[src/sv/ilb_pkg.sv]
// Shared types and codes for the indexed list buffer.
// Used by ilb_ctrl and indexed_list_buffer; no dependencies.
package ilb_pkg;

  typedef logic [2:0] action_t;
  typedef logic [1:0] status_t;

  localparam action_t ACT_APPEND  = 3'd0;
  localparam action_t ACT_INSERT  = 3'd1;
  localparam action_t ACT_REMOVE  = 3'd2;
  localparam action_t ACT_REMLAST = 3'd3;
  localparam action_t ACT_READ    = 3'd4;

  localparam status_t ST_OK   = 2'd0;
  localparam status_t ST_FULL = 2'd1;
  localparam status_t ST_BAD  = 2'd2;

  localparam int unsigned POS_W   = 4;
  localparam int unsigned VALUE_W = 32;
  localparam int unsigned COUNT_W = 5;

endpackage

[src/sv/indexed_list_buffer.sv]
// Indexed list buffer: ordered list of up to DEPTH words with append,
// insert, remove, remove-last and read. Uses ilb_ctrl and ilb_mem.
// Append and failed requests go straight to the result; read and remove-last read one
// entry first; insert and remove shift entries one entry per shift cycle.
// Throughput: one transaction at a time, next one taken as the result appears; a result
// waits while out_stall holds the one before it. Reset: count zero, entries kept.
module indexed_list_buffer
  import ilb_pkg::*;
#(
  parameter int unsigned DEPTH = 16,
  parameter int unsigned WIDTH = 32
) (
  input  logic               clk,
  input  logic               rst_n,
  input  logic               in_valid,
  output logic               in_stall,
  input  action_t            in_action,
  input  logic [POS_W-1:0]   in_position,
  input  logic [VALUE_W-1:0] in_value,
  output logic               out_valid,
  input  logic               out_stall,
  output logic [VALUE_W-1:0] out_word,
  output status_t            out_status,
  output logic [COUNT_W-1:0] out_count,
  output logic               out_empty_res
);

  localparam int unsigned AW = $clog2(DEPTH);

  logic             mem_wr_en;
  logic [AW-1:0]    mem_wr_addr;
  logic [WIDTH-1:0] mem_wr_data;
  logic             mem_rd_en;
  logic [AW-1:0]    mem_rd_addr;
  logic [WIDTH-1:0] mem_rd_data;

  ilb_ctrl #(
    .DEPTH (DEPTH),
    .WIDTH (WIDTH)
  ) u_ctrl (
    .clk           (clk),
    .rst_n         (rst_n),
    .in_valid      (in_valid),
    .in_stall      (in_stall),
    .in_action     (in_action),
    .in_position   (in_position),
    .in_value      (in_value),
    .out_valid     (out_valid),
    .out_stall     (out_stall),
    .out_word      (out_word),
    .out_status    (out_status),
    .out_count     (out_count),
    .out_empty_res (out_empty_res),
    .mem_wr_en     (mem_wr_en),
    .mem_wr_addr   (mem_wr_addr),
    .mem_wr_data   (mem_wr_data),
    .mem_rd_en     (mem_rd_en),
    .mem_rd_addr   (mem_rd_addr),
    .mem_rd_data   (mem_rd_data)
  );

  ilb_mem #(
    .DEPTH (DEPTH),
    .WIDTH (WIDTH)
  ) u_mem (
    .clk     (clk),
    .wr_en   (mem_wr_en),
    .wr_addr (mem_wr_addr),
    .wr_data (mem_wr_data),
    .rd_en   (mem_rd_en),
    .rd_addr (mem_rd_addr),
    .rd_data (mem_rd_data)
  );

endmodule

[src/sv/ilb_mem.sv]
// Entry store for the indexed list buffer: one write port, one read port,
// registered read data. No dependencies.
module ilb_mem #(
  parameter int unsigned DEPTH = 16,
  parameter int unsigned WIDTH = 32
) (
  input  logic                     clk,
  input  logic                     wr_en,
  input  logic [$clog2(DEPTH)-1:0] wr_addr,
  input  logic [WIDTH-1:0]         wr_data,
  input  logic                     rd_en,
  input  logic [$clog2(DEPTH)-1:0] rd_addr,
  output logic [WIDTH-1:0]         rd_data
);

  logic [WIDTH-1:0] mem [DEPTH];
  logic [WIDTH-1:0] rd_data_r;

  always_ff @(posedge clk) begin
    if (wr_en) begin
      mem[wr_addr] <= wr_data;
    end
  end

  always_ff @(posedge clk) begin
    if (rd_en) begin
      rd_data_r <= mem[rd_addr];
    end
  end

  assign rd_data = rd_data_r;

endmodule

[src/sv/ilb_ctrl.sv]
// Sequencer for the indexed list buffer: request decode, entry count,
// one-entry-per-cycle shifting through ilb_mem, and the result register.
// Depends on ilb_pkg.
module ilb_ctrl
  import ilb_pkg::*;
#(
  parameter int unsigned DEPTH = 16,
  parameter int unsigned WIDTH = 32
) (
  input  logic                     clk,
  input  logic                     rst_n,
  input  logic                     in_valid,
  output logic                     in_stall,
  input  action_t                  in_action,
  input  logic [POS_W-1:0]         in_position,
  input  logic [VALUE_W-1:0]       in_value,
  output logic                     out_valid,
  input  logic                     out_stall,
  output logic [VALUE_W-1:0]       out_word,
  output status_t                  out_status,
  output logic [COUNT_W-1:0]       out_count,
  output logic                     out_empty_res,
  output logic                     mem_wr_en,
  output logic [$clog2(DEPTH)-1:0] mem_wr_addr,
  output logic [WIDTH-1:0]         mem_wr_data,
  output logic                     mem_rd_en,
  output logic [$clog2(DEPTH)-1:0] mem_rd_addr,
  input  logic [WIDTH-1:0]         mem_rd_data
);

  localparam int unsigned AW = $clog2(DEPTH);
  localparam int unsigned CW = $clog2(DEPTH + 1);
  localparam int unsigned XW = (CW > POS_W) ? CW : POS_W;

  localparam logic [2:0] S_IDLE   = 3'd0;
  localparam logic [2:0] S_UP     = 3'd1;
  localparam logic [2:0] S_UPLAST = 3'd2;
  localparam logic [2:0] S_DN     = 3'd3;
  localparam logic [2:0] S_RD     = 3'd4;
  localparam logic [2:0] S_FIN    = 3'd5;

  logic [2:0]         state_r, state_nxt;
  logic [CW-1:0]      cnt_r, cnt_nxt;
  logic               first_r, first_nxt;
  logic               out_valid_r, out_valid_nxt;
  logic [AW-1:0]      pos_r, pos_nxt;
  logic [AW-1:0]      idx_r, idx_nxt;
  logic [WIDTH-1:0]   val_r, val_nxt;
  logic [WIDTH-1:0]   word_r, word_nxt;
  status_t            st_r, st_nxt;
  logic [VALUE_W-1:0] out_word_r, out_word_nxt;
  status_t            out_status_r, out_status_nxt;
  logic [COUNT_W-1:0] out_count_r, out_count_nxt;
  logic               out_empty_r, out_empty_nxt;

  logic          full;
  logic          empty;
  logic          pos_bad;
  logic [AW-1:0] pos_a;
  logic [AW-1:0] cnt_a;
  logic [AW-1:0] last_a;
  logic [CW-1:0] cnt_m1;

  assign full    = cnt_r == CW'(DEPTH);
  assign empty   = cnt_r == '0;
  assign pos_bad = XW'(in_position) >= XW'(cnt_r);
  assign pos_a   = AW'(in_position);
  assign cnt_a   = AW'(cnt_r);
  assign cnt_m1  = cnt_r - CW'(1);
  assign last_a  = AW'(cnt_m1);

  always_comb begin
    state_nxt      = state_r;
    cnt_nxt        = cnt_r;
    first_nxt      = first_r;
    out_valid_nxt  = out_valid_r && out_stall;
    pos_nxt        = pos_r;
    idx_nxt        = idx_r;
    val_nxt        = val_r;
    word_nxt       = word_r;
    st_nxt         = st_r;
    out_word_nxt   = out_word_r;
    out_status_nxt = out_status_r;
    out_count_nxt  = out_count_r;
    out_empty_nxt  = out_empty_r;
    mem_wr_en      = 1'b0;
    mem_wr_addr    = '0;
    mem_wr_data    = val_r;
    mem_rd_en      = 1'b0;
    mem_rd_addr    = '0;

    unique case (state_r)
      S_IDLE: begin
        if (in_valid) begin
          pos_nxt   = pos_a;
          val_nxt   = WIDTH'(in_value);
          word_nxt  = '0;
          st_nxt    = ST_OK;
          first_nxt = 1'b1;
          state_nxt = S_FIN;
          case (in_action)
            ACT_APPEND: begin
              if (full) begin
                st_nxt = ST_FULL;
              end else begin
                mem_wr_en   = 1'b1;
                mem_wr_addr = cnt_a;
                mem_wr_data = WIDTH'(in_value);
                cnt_nxt     = cnt_r + CW'(1);
              end
            end
            ACT_INSERT: begin
              if (full) begin
                st_nxt = ST_FULL;
              end else if (pos_bad) begin
                st_nxt = ST_BAD;
              end else begin
                mem_rd_en   = 1'b1;
                mem_rd_addr = last_a;
                idx_nxt     = last_a;
                state_nxt   = S_UP;
              end
            end
            ACT_REMOVE: begin
              if (pos_bad) begin
                st_nxt = ST_BAD;
              end else begin
                mem_rd_en   = 1'b1;
                mem_rd_addr = pos_a;
                idx_nxt     = pos_a;
                state_nxt   = S_DN;
              end
            end
            ACT_REMLAST: begin
              if (empty) begin
                st_nxt = ST_BAD;
              end else begin
                mem_rd_en   = 1'b1;
                mem_rd_addr = last_a;
                cnt_nxt     = cnt_m1;
                state_nxt   = S_RD;
              end
            end
            ACT_READ: begin
              if (pos_bad) begin
                st_nxt = ST_BAD;
              end else begin
                mem_rd_en   = 1'b1;
                mem_rd_addr = pos_a;
                state_nxt   = S_RD;
              end
            end
            default: st_nxt = ST_BAD;
          endcase
        end
      end
      // read data holds entry idx_r; it moves up one slot
      S_UP: begin
        mem_wr_en   = 1'b1;
        mem_wr_addr = idx_r + AW'(1);
        mem_wr_data = mem_rd_data;
        if (idx_r == pos_r) begin
          state_nxt = S_UPLAST;
        end else begin
          mem_rd_en   = 1'b1;
          mem_rd_addr = idx_r - AW'(1);
          idx_nxt     = idx_r - AW'(1);
        end
      end
      S_UPLAST: begin
        mem_wr_en   = 1'b1;
        mem_wr_addr = pos_r;
        mem_wr_data = val_r;
        cnt_nxt     = cnt_r + CW'(1);
        state_nxt   = S_FIN;
      end
      // first read is the removed word, later ones move down one slot
      S_DN: begin
        if (first_r) begin
          word_nxt  = mem_rd_data;
          first_nxt = 1'b0;
        end else begin
          mem_wr_en   = 1'b1;
          mem_wr_addr = idx_r - AW'(1);
          mem_wr_data = mem_rd_data;
        end
        if (CW'(idx_r) == cnt_m1) begin
          cnt_nxt   = cnt_m1;
          state_nxt = S_FIN;
        end else begin
          mem_rd_en   = 1'b1;
          mem_rd_addr = idx_r + AW'(1);
          idx_nxt     = idx_r + AW'(1);
        end
      end
      S_RD: begin
        word_nxt  = mem_rd_data;
        state_nxt = S_FIN;
      end
      S_FIN: begin
        if (!out_valid_r || !out_stall) begin
          out_valid_nxt  = 1'b1;
          out_word_nxt   = VALUE_W'(word_r);
          out_status_nxt = st_r;
          out_count_nxt  = COUNT_W'(cnt_r);
          out_empty_nxt  = empty;
          state_nxt      = S_IDLE;
        end
      end
      default: state_nxt = S_IDLE;
    endcase
  end

  always_ff @(posedge clk) begin
    if (!rst_n) begin
      state_r     <= S_IDLE;
      cnt_r       <= '0;
      first_r     <= 1'b0;
      out_valid_r <= 1'b0;
    end else begin
      state_r     <= state_nxt;
      cnt_r       <= cnt_nxt;
      first_r     <= first_nxt;
      out_valid_r <= out_valid_nxt;
    end
  end

  always_ff @(posedge clk) begin
    pos_r        <= pos_nxt;
    idx_r        <= idx_nxt;
    val_r        <= val_nxt;
    word_r       <= word_nxt;
    st_r         <= st_nxt;
    out_word_r   <= out_word_nxt;
    out_status_r <= out_status_nxt;
    out_count_r  <= out_count_nxt;
    out_empty_r  <= out_empty_nxt;
  end

  assign in_stall      = state_r != S_IDLE;
  assign out_valid     = out_valid_r;
  assign out_word      = out_word_r;
  assign out_status    = out_status_r;
  assign out_count     = out_count_r;
  assign out_empty_res = out_empty_r;

  a_cnt_bound: assert property (@(posedge clk) disable iff (!rst_n)
    cnt_r <= CW'(DEPTH))
    else $error("entry count above depth");

  a_no_rw_clash: assert property (@(posedge clk) disable iff (!rst_n)
    (mem_wr_en && mem_rd_en) |-> (mem_wr_addr != mem_rd_addr))
    else $error("read and write hit the same entry");

  a_cnt_step: assert property (@(posedge clk) disable iff (!rst_n)
    (cnt_r != $past(cnt_r)) |->
      (cnt_r == $past(cnt_r) + CW'(1) || cnt_r + CW'(1) == $past(cnt_r)))
    else $error("entry count moved by more than one");

  a_fin_loads: assert property (@(posedge clk) disable iff (!rst_n)
    (state_r == S_FIN && (!out_valid_r || !out_stall)) |=>
      (out_valid_r && state_r == S_IDLE))
    else $error("finished transaction not delivered");

endmodule

[config.mk]
export PLATFORM = sky130hd
export DESIGN_NAME = indexed_list_buffer
export DESIGN_NICKNAME = d
export VERILOG_FILES = /design/src/sv/ilb_pkg.sv /design/src/sv/indexed_list_buffer.sv /design/src/sv/ilb_mem.sv /design/src/sv/ilb_ctrl.sv
export SDC_FILE = /design/constraint.sdc
export NUM_CORES = 1
export LEC_CHECK = 0
export ABC_CLOCK_PERIOD_IN_PS = 13620
export BUFFER_PORTS_ARGS = -buffer_cell sky130_fd_sc_hd__buf_2
export CORE_MARGIN = 1.5
export CORE_UTILIZATION = 60
export CTS_CLUSTER_DIAMETER = 100
export CTS_CLUSTER_SIZE = 10
export DETAILED_ROUTE_END_ITERATION = 10
export PLACE_DENSITY_LB_ADDON = 0.25
export SETUP_SLACK_MARGIN = 0.5
export SYNTH_ARGS = -nofsm -noshare
export SYNTH_HDL_FRONTEND = slang
export SYNTH_HIERARCHICAL = 1
export SYNTH_SLANG_ARGS = --single-unit
[constraint.sdc]
create_clock -name clk -period 13.62 [get_ports clk]
set_clock_uncertainty 0.1 [all_clocks]
set_input_delay 2.043 -clock clk [delete_from_list [all_inputs] [get_ports clk]]
set_output_delay 2.043 -clock clk [all_outputs]
set_load 0.05 [all_outputs]
==> results of run 1 <==
==> layer usage <==
metal	vias to the layer above	part of all wire	GRT usage
li1	5588	-	-
met1	7059	0.39	0.398
met2	827	0.48	0.428
met3	142	0.11	0.0528
met4	0	0.026	0.0998
met5	-	0	0
==> worst max-delay path by stage <==
| stage | startpoint | to | slack (ns) | cells past startpoint |
|---|---|---|---|---|
| floorplan | in_position[0] | u_mem/rd_data[0] | 6.18 | 8 |
| global placement | in_valid | u_mem/rd_data[16] | 6.57 | 11 |
| detailed placement | in_valid | u_mem/rd_data[16] | 6.43 | 11 |
| CTS | in_valid | u_mem/rd_data[16] | 7.05 | 11 |
| global route | in_valid | u_mem/rd_data[16] | 6.74 | 11 |
| finish | in_valid | u_mem/rd_data[16] | 7.00 | 11 |
==> through the flow <==
step / hold WS (ns) / worst slack [ns] / power, mW / cell area (µm²) / utilization
3_3_place_gp: 0.302 / 6.57 / 5.41 / 27400 / 0.636
6_report: 0.314 / 7.00 / 7.19 / 29400 / 0.682
5_1_grt: 0.321 / 6.74 / 7.50 / 29400 / 0.682
2_1_floorplan: 0.300 / 6.18 / 4.77 / 26200 / -
4_1_cts: 0.319 / 7.05 / 7.22 / 29400 / 0.682
3_5_place_dp: 0.306 / 6.43 / 5.48 / 27400 / 0.636
==> layout by cell type, fill, tap and decap left out, types with 3 or more instances in the layout <==
cell and n:
inv_1 14, nand2_1 49, mux2i_1 6, nor3_1 9, nor3b_1 4, nand3b_1 4, nor2_4 14, a22oi_1 65
buf_4 28, or3_1 4, o31ai_1 5, a21oi_1 19, clkbuf_1 4, nor3_2 4, nand3_1 8, edfxtp_1 658
ha_1 9, o221ai_1 3, buf_2 84, xnor2_1 11, xor2_1 10, o21ai_0 8, dfxtp_1 10, nand2b_1 4
or3b_2 3, nor2b_1 69, mux4_2 128, clkbuf_16 78, nor2_1 23, a221o_1 36
==> logic make-up (layout without fill, tap and decap cells) <==
| group | Yosys count | after routing | share of synthesized area |
|---|---|---|---|
| AND/OR/NAND/NOR | 212 | 212 | 0.0428 |
| AO/OA/AOI/OAI | 172 | 172 | 0.0522 |
| XOR/XNOR | 23 | 23 | 0.00884 |
| buffers and inverters | 90 | 212 | 0.0172 |
| adder cells (fa/ha/maj) | 9 | 9 | 0.00430 |
| flip-flops | 668 | 668 | 0.762 |
| multiplexers | 134 | 134 | 0.112 |
==> cell usage after synthesis (13+ instances only) <==
cell type  number  share of area
a21oi_1        20         0.0038
a221o_1        36          0.014
a22oi_1        65          0.019
clkbuf_1       35         0.0050
edfxtp_1      658           0.75
inv_1          15         0.0022
mux4_2        128           0.11
nand2_1        50         0.0072
nor2_1         37         0.0053
nor2b_1        71          0.017
nor3_1         13         0.0025
==> report_power, final <==
part,internal [mW],leakage (nW),total [mW],switching (mW)
logic,0.815,2.29,2.26,1.44
clock network,1.01,0.974,1.73,0.722
registers,3.05,6.10,3.21,0.151
total,4.88,9.36,7.19,2.32
==> cell type report <==
class                           instances  share of cell area
Sequential cell                       668               0.680
Multi-Input combinational cell        550               0.204
Clock buffer                           82              0.0670
Tap cell                              585              0.0249
Timing Repair Buffer                  113              0.0222
Inverter                               15             0.00192
Clock inverter                          2            0.000682
==> registers in the layout (all words and copies together) (netlist names), 2 cells and up <==
signal and flops:
u_mem/mem 512, u_ctrl/out_word 32, u_ctrl/val_r 32, u_ctrl/word_r 32, u_mem/rd_data 32, u_ctrl/cnt_r 5
u_ctrl/out_count 5, u_ctrl/idx_r 4, u_ctrl/pos_r 4, u_ctrl/state_r 3, u_ctrl/out_status 2, u_ctrl/st_r 2
==> flow_metrics.tcl, run 1 <==
set metrics [dict create \
    antenna_found_initial 0 \
    r2r-end "u_mem/rd_data[16]" \
    vdd_drop_max_uv 199 \
    synth-edff-count 658 \
    initial_core_util 0.608 \
    hold_path.class "flip-flop to flip-flop" \
    drv_slew 0 \
    tightest_slew_ns 1.27 \
    syn_nets 1360 \
    power_density_nw_per_um2 245 \
    overflow 0 \
    stdcell_count 2015 \
    avgSynthCellArea_um2 20.0 \
    path_common_cell "buf_4" \
    worstHoldStart "u_ctrl/word_r[8]" \
    hpwl_mm 29.9 \
    finalHoldViolCount 0 \
    placedCellCount 1931 \
    grt_pass1_vias 13800 \
    wirelength_mm 59.4 \
    slew_headroom 0.149 \
    seqCellArea_um2 20000 \
    yosys_register_bits 668 \
    slowest_stage "buf_4" \
    cts_resized 0 \
    hold-path-cell-count 0 \
    grt_pass1_wl_mm 88.1 \
    vias_per_cell 6.76 \
    synth-seq-area-share 0.762 \
    fmax_mhz 151 \
    crit_type "input port to flip-flop" \
    p_leak_nw 9.36 \
    start_kind "input port" \
    path_cells "buf_2 > or4b_1 > inv_2 > and3_1 > o221ai_1 > o221ai_4 > buf_4 > buf_4 > mux4_2 > a22oi_1 > nand2_1" \
    grtUsageTotal 0.276 \
    multi_input_area_um2 5980 \
    ys_async_sr_fraction 0 \
    antennaDiodeCount 0 \
    r2r_cells 10 \
    die_h_um 212 \
    critPathRequiredTime_ns 13.85 \
    drtIter0Drc 1695 \
    path_buf_inv 4 \
    rsz0062_at_grt "false" \
    drc_errors 0 \
    cp_data_arrival_time_ns 6.86 \
    synth_area_um2 26200 \
    setup_viol 0 \
    cts.path.max_buffers 3 \
    finalSetupTns_ns 0 \
    row_count 76 \
    critPathMaxFanout 79 \
    num-nets-final 1476 \
    cts_setup_buffers 0 \
    design.core.area_um2 43100 \
    root_buffer "clkbuf_16" \
    areaGrowthSynthToFinish_pct 12.2 \
    ant_nets 0 \
    fin_crit_ns 6.62 \
    die-area_um2 44900 \
    wire_per_inst_um 29.5 \
    maxCapViolCount 0 \
    cts_sinks 668 \
    synth_cell_types 65 \
    path_delay_family "buffers and inverters" \
    finalCritPeriodShare 0.486 \
    layout-drive-gt1-share 0.251 \
    synthCells 1308 \
    yosys_warnings 6 \
    hold_buffers 0 \
    gp_congestion 0.914 \
    whs_endpoint "u_ctrl/out_word[8]" \
    cts_tree "built" \
    crit-reg2reg-launch "u_ctrl/state_r[2]" \
    num-fill-cells 2700 \
    status "finished, final reports clean" \
    vias 13600 \
    cts_buffers 76 \
    grt_max_degree 128 \
    cts.htree.levels 3 \
    drtPass1Iterations 5 \
    rrSetupSlack_ns 7.89 \
    cp-end-kind "flip-flop" \
    ys.flop_type "edfxtp_1" \
    die_x_um 212 \
    clock_latency_ns 0.59 \
    slowest_delay_ns 0.94 \
    portBuffers 84 \
    io_pins 85 \
    clk_pin_slew_ns 0.06 \
]
Power figures use the tool's default switching activity.
==> run 2: changes to the inputs <==
Settings changed: ABC_CLOCK_PERIOD_IN_PS 13620 to 6100.
Clock period 13.62 ns to 6.1 ns, I/O delays scaled along.
==> run 2 against run 1 <==
- combinational power grew 130%
- critical endpoint is now u_mem/rd_data[7]
- largest cell class unchanged
- first-iteration DRC count decreased by 5.7%
- largest power group unchanged
- wire length grew 1.1%
- register-to-register slack worse by 6.6 ns
- die area unchanged
- hold slack got worse by 0.0033 ns
==> flow_metrics.tcl, run 2 (same netlist as run 1, synthesis figures left out) <==
set metrics [dict create \
    rsz0062_at_grt "false" \
    finalHoldViolCount 0 \
    stdcell_count 2031 \
    cts_sinks 668 \
    status "finished, final reports clean" \
    row_count 76 \
    path_cells "ha_1 > nand2b_1 > a2111oi_2 > or3_1 > o221ai_1 > o221ai_4 > buf_12 > mux4_2 > a22oi_1 > nand2_1" \
    critPathRequiredTime_ns 6.33 \
    largest_reg_flops 512 \
    clock_latency_ns 0.60 \
    slew_headroom 0.242 \
    holdWs_ns 0.311 \
    critPathMaxFanout 28 \
    wirelength_mm 60.1 \
    placed_area_um2 27700 \
    vias 13600 \
    whs_endpoint "u_ctrl/out_word[22]" \
    fmax_mhz 208 \
    crit_type "flip-flop to flip-flop" \
    mostFrequentLayoutCell "edfxtp_1" \
    drtIter0Drc 1599 \
    drv_slew 0 \
    num-fill-cells 2616 \
    num-nets-final 1487 \
    largest_register "u_mem/mem" \
    grt_pass1_wl_mm 88.0 \
    placedCellCount 1942 \
    die-area_um2 44900 \
    fin_util 0.689 \
    fin_crit_ns 4.82 \
    crit-reg2reg-launch "u_ctrl/cnt_r[0]" \
    ant_nets 0 \
    io_pins 85 \
    maxCapViolCount 0 \
    worstHoldStart "u_ctrl/word_r[22]" \
    grtUsageTotal 0.276 \
    grt_pass1_vias 13600 \
    clk_pin_slew_ns 0.05 \
    finalSetupTns_ns 0 \
    p_leak_nw 9.48 \
    vias_per_cell 6.69 \
    hpwl_mm 31.1 \
    overflow 0 \
    r2r-end "u_mem/rd_data[7]" \
    hold_path.class "flip-flop to flip-flop" \
    start_kind "flip-flop" \
    grt_max_degree 129 \
    cts.path.max_buffers 3 \
    initial_core_util 0.608 \
    cts_tree "built" \
    vdd_drop_max_uv 483 \
    cts_resized 0 \
    final_cell_mix "edfxtp_1 (658), mux4_2 (128), buf_2 (84), clkbuf_16 (77), nor2b_1 (69)" \
    hold_buffers 0 \
    die_x_um 212 \
    cts_setup_buffers 0 \
    fin_area_um2 29700 \
    finalCritPeriodShare 0.790 \
    hold-path-cell-count 0 \
    power_density_nw_per_um2 548 \
    drtPass1Iterations 5 \
    slowest_delay_ns 0.80 \
    tightest_slew_ns 1.13 \
    cts.htree.levels 3 \
    die_h_um 212 \
    areaGrowthSynthToFinish_pct 13.4 \
    portBuffers 84 \
    r2r_cells 10 \
    design.core.area_um2 43100 \
    cp-end-kind "flip-flop" \
    layout-drive-gt1-share 0.258 \
    antenna_found_initial 0 \
    drc_errors 0 \
    rrSetupSlack_ns 1.28 \
    wire_per_inst_um 29.6 \
    gp_congestion 0.905 \
    cp_data_arrival_time_ns 5.04 \
    slowest_stage "o221ai_4" \
    root_buffer "clkbuf_16" \
    setup_viol 0 \
    cts_buffers 76 \
]
## run 2: changes by cell type in the layout (fill, tap and decap cells not counted), sizes merged
cell	before	now
diode	0	1
clkinv	2	3
buf	113	124
inv	15	18
## run 2: stage by stage
step	worst slack, ns	total power, mW
6_report	1.28	16.3
2_1_floorplan	0.972	10.6
3_3_place_gp	1.01	12.3
3_5_place_dp	0.958	12.4
4_1_cts	1.32	16.3
5_1_grt	1.05	16.9
## run 2: final cells by class
type	instances	area [µm²]	area share
inverter	15	56.3	0.00190
antenna	1	2.50	0.0000843
timing repair buffer	124	933	0.0314
clock buffer	82	1950	0.0655
sequential	668	20000	0.672
tap	585	732	0.0247
multi-input combinational	550	5990	0.202
clock inverter	6	62.6	0.00211
## run 2: routing by layer
metal,GRT usage,vias to the layer above,wire length [µm]
met5,0.00556,-,0
met4,0.0897,0,1680
met3,0.0589,115,5630
met2,0.436,756,29100
met1,0.391,7098,23700
li1,-,5628,-
## run 2: worst max-delay path: cells and delay by family, from the launching register on
kind,cells,cell delay [ns]
mux,1,0.59
compound gates,4,1.95
buf+inv,1,0.34
fa+ha+maj,1,0.33
simple gates,3,0.55
flops,1,0.67
## run 2: how the worst max path moves through the flow
stage	start	end	slack, ns	cells past startpoint
3_3_place_gp	in_valid	u_mem/mem[3][26]	1.01	8
4_1_cts	u_ctrl/cnt_r[0]	u_mem/rd_data[7]	1.32	10
3_5_place_dp	in_position[0]	u_mem/rd_data[7]	0.96	12
6_report	u_ctrl/cnt_r[0]	u_mem/rd_data[7]	1.28	10
2_1_floorplan	in_action[0]	u_mem/mem[0][0]	0.97	7
5_1_grt	u_ctrl/cnt_r[0]	u_mem/rd_data[7]	1.05	10
## run 2: report_power, final
part | internal [mW] | total (mW) | switching [mW]
clock network | 2.24 | 3.87 | 1.63
registers | 6.82 | 7.16 | 0.346
logic | 1.94 | 5.23 | 3.29
total | 11.0 | 16.3 | 5.26
==> run 3: changes to the inputs <==
Settings changed: ABC_AREA set to 1, ABC_CLOCK_PERIOD_IN_PS 6100 to 4500.
Clock period 6.1 ns to 4.5 ns, I/O delays scaled along.
==> run 3 against run 2 <==
- register-to-register slack worse by 0.54 ns
- non-clock buffer count increased by 15
- critical path depth is 7 higher
- synthesized cell count is 110% higher
- fmax up 28%
- final area up 8.8%
- flip-flop and latch count unchanged
- clock-buffer cell count increased by 5
- synthesized area rose by 11%
- clock power grew 39%
- first-iteration DRC count increased by 46%
- total power is 47% higher
==> flow_metrics.tcl, run 3 <==
set metrics [dict create \
    crit_type "flip-flop to flip-flop" \
    power_frac_seq 0.409 \
    cts_buffers 76 \
    yosysMostFrequentCell "nand2_1" \
    r2r_cells 17 \
    portBuffers 84 \
    hpwl_mm 40.9 \
    fmax_mhz 266 \
    io_pins 85 \
    placedCellCount 3343 \
    path_buf_inv 4 \
    sw_frac_of_total 0.382 \
    cts.htree.levels 3 \
    synthCells 2712 \
    cts_sinks 668 \
    yosys_register_bits 668 \
    grt_pass1_vias 18700 \
    cts_resized 0 \
    power_frac_clock 0.224 \
    overflow 0 \
    die-area_um2 49600 \
    cts_setup_buffers 0 \
    fin_crit_ns 3.76 \
    netlist_top_cells_area "edfxtp_1 (68%), nand2_1 (10%), nand3_1 (7.1%), inv_1 (6.4%), buf_6 (1.0%)" \
    final_cell_mix "nand2_1 (781), edfxtp_1 (658), inv_1 (490), nand3_1 (409), buf_2 (84)" \
    p_leak_nw 13.6 \
    critPathRequiredTime_ns 4.75 \
    hold_path.class "input port to flip-flop" \
    grt_max_degree 145 \
    r2r-end "u_mem/rd_data[4]" \
    layout-drive-gt1-share 0.0967 \
    setup_viol 0 \
    power_mw 23.9 \
    ys.flop_type "edfxtp_1" \
    mostFrequentLayoutCell "nand2_1" \
    maxCapViolCount 0 \
    ys_async_sr_fraction 0 \
    path_delay_family "simple AND/OR/NAND/NOR gates" \
    die_x_um 223 \
    initial_core_util 0.607 \
    antenna_found_initial 1 \
    tightest_slew_ns 1.37 \
    hold_buffers 0 \
    cts_tree "built" \
    stdcell_count 3437 \
    synth-edff-count 658 \
    switchingPower_mw 9.13 \
    areaGrowthSynthToFinish_pct 11.4 \
    finalHoldViolCount 0 \
    slowest_stage "dfxtp_1" \
    finalSetupTns_ns 0 \
    status "finished, final reports clean" \
    critPathMaxFanout 144 \
    avgSynthCellArea_um2 10.7 \
    cts.path.max_buffers 3 \
    cp_data_arrival_time_ns 4.01 \
    wire_per_inst_um 20.8 \
    slew_headroom 0.0816 \
    drtPass1Iterations 9 \
    yosys_warnings 6 \
    placed_area_um2 30200 \
    power_density_nw_per_um2 740 \
    clk_pin_slew_ns 0.06 \
    wirelength_mm 71.3 \
    antennaDiodeCount 0 \
    syn_nets 2764 \
    startpoint "u_ctrl/cnt_r[2]" \
    vias_per_cell 5.65 \
    drc_errors 0 \
    synth_cell_types 47 \
    holdWs_ns 0.157 \
    synth-seq-area-share 0.689 \
    rrSetupSlack_ns 0.74 \
    finalCritPeriodShare 0.836 \
    vias 19400 \
    vdd_drop_max_uv 446 \
    grt_pass1_wl_mm 108 \
    rsz0062_at_grt "false" \
    synth_top_area_frac 0.682 \
    slowest_delay_ns 0.60 \
    ant_nets 0 \
    die_h_um 223 \
    crit_end "u_mem/rd_data[4]" \
    num-nets-final 2860 \
    synth_area_um2 29000 \
    cp.depth 17 \
    grtUsageTotal 0.292 \
    design.core.area_um2 47700 \
    path_cells "inv_2 > ha_1 > nand2_1 > inv_1 > nand3_1 > nand3_1 > inv_1 > nand2_1 > o22ai_1 > nand2_1 > nand2_4 > buf_12 > nand2_1 > nand3_1 > nand3_1 > nand3_1 > nand2_1" \
    largest_register "u_mem/mem" \
    row_count 80 \
    combPwrFrac 0.367 \
    root_buffer "clkbuf_16" \
    fin_area_um2 32300 \
    synth_top_area_cell "edfxtp_1" \
    clock_latency_ns 0.61 \
    cp-end-kind "flip-flop" \
    start_kind "flip-flop" \
    drtIter0Drc 2329 \
    crit-reg2reg-launch "u_ctrl/cnt_r[2]" \
    gp_congestion 0.935 \
    ys_top_cells_by_count "nand2_1 (782), edfxtp_1 (658), inv_1 (491), nand3_1 (410), nor2_1 (71)" \
    drv_slew 0 \
    internal_power_mw 14.8 \
    largest_reg_flops 512 \
]
## run 3: metrics by stage
step,setup slack (ns),utilization
floorplan,0.596,-
detailed placement,0.684,0.632
CTS,0.804,0.676
finish,0.739,0.676
global placement,0.741,0.632
global route,0.526,0.676
## run 3: how the worst min path moves through the flow
stage,to,start,slack (ns),cells past startpoint
after floorplan,u_ctrl/out_status[0],u_ctrl/st_r[0],0.30,0
after global placement,u_ctrl/out_word[3],u_ctrl/word_r[3],0.30,0
after detailed placement,u_ctrl/out_word[23],u_ctrl/word_r[23],0.31,0
after CTS,u_ctrl/val_r[4],in_value[4],0.13,1
after global routing,u_ctrl/val_r[4],in_value[4],0.14,1
final,u_ctrl/val_r[4],in_value[4],0.16,1
## run 3: kinds of logic after synthesis
logic type,share of synthesized area
compound gates,0.0252
buf+inv,0.0920
simple gates,0.187
xor+xnor,0.00363
flops,0.689
fa+ha+maj,0.00389
## run 3: worst register-to-register path, delay by kind of cell, from the launching register on
kind,cells,cell delay [ns]
and+or+nand+nor,11,1.52
buffers and inverters,4,0.81
DFF,1,0.60
adders and majority gates,1,0.32
AOI/OAI and AO/OA,1,0.16
## run 3: layout make-up
class | instances | area [µm²]
clock inverter | 5 | 53.8
fill | 3433 | 15400
sequential | 668 | 20000
tap | 615 | 769
multi-input combinational | 1423 | 6560
timing repair buffer | 139 | 1060
inverter | 500 | 1880
clock buffer | 87 | 2010
## run 3: routing by layer
layer / share of wire / up-vias / GRT usage / wire (µm)
met4: 0.032 / 0 / 0.105 / 2270
met1: 0.41 / 9198 / 0.421 / 29200
li1: - / 9007 / - / -
met2: 0.46 / 1046 / 0.459 / 32900
met5: 0 / - / 0 / 0
met3: 0.098 / 161 / 0.0407 / 6970
## run 3: power by group through the flow
| stage | Combinational (mW) | Sequential, mW | Clock (mW) |
|---|---|---|---|
| finish | 8.78 | 9.77 | 5.36 |
| global route | 9.57 | 9.85 | 5.64 |
| CTS | 8.63 | 9.78 | 5.42 |
| detailed placement | 8.55 | 9.90 | 0 |
| global placement | 8.39 | 9.86 | 0 |
| floorplan | 5.60 | 9.92 | 0 |
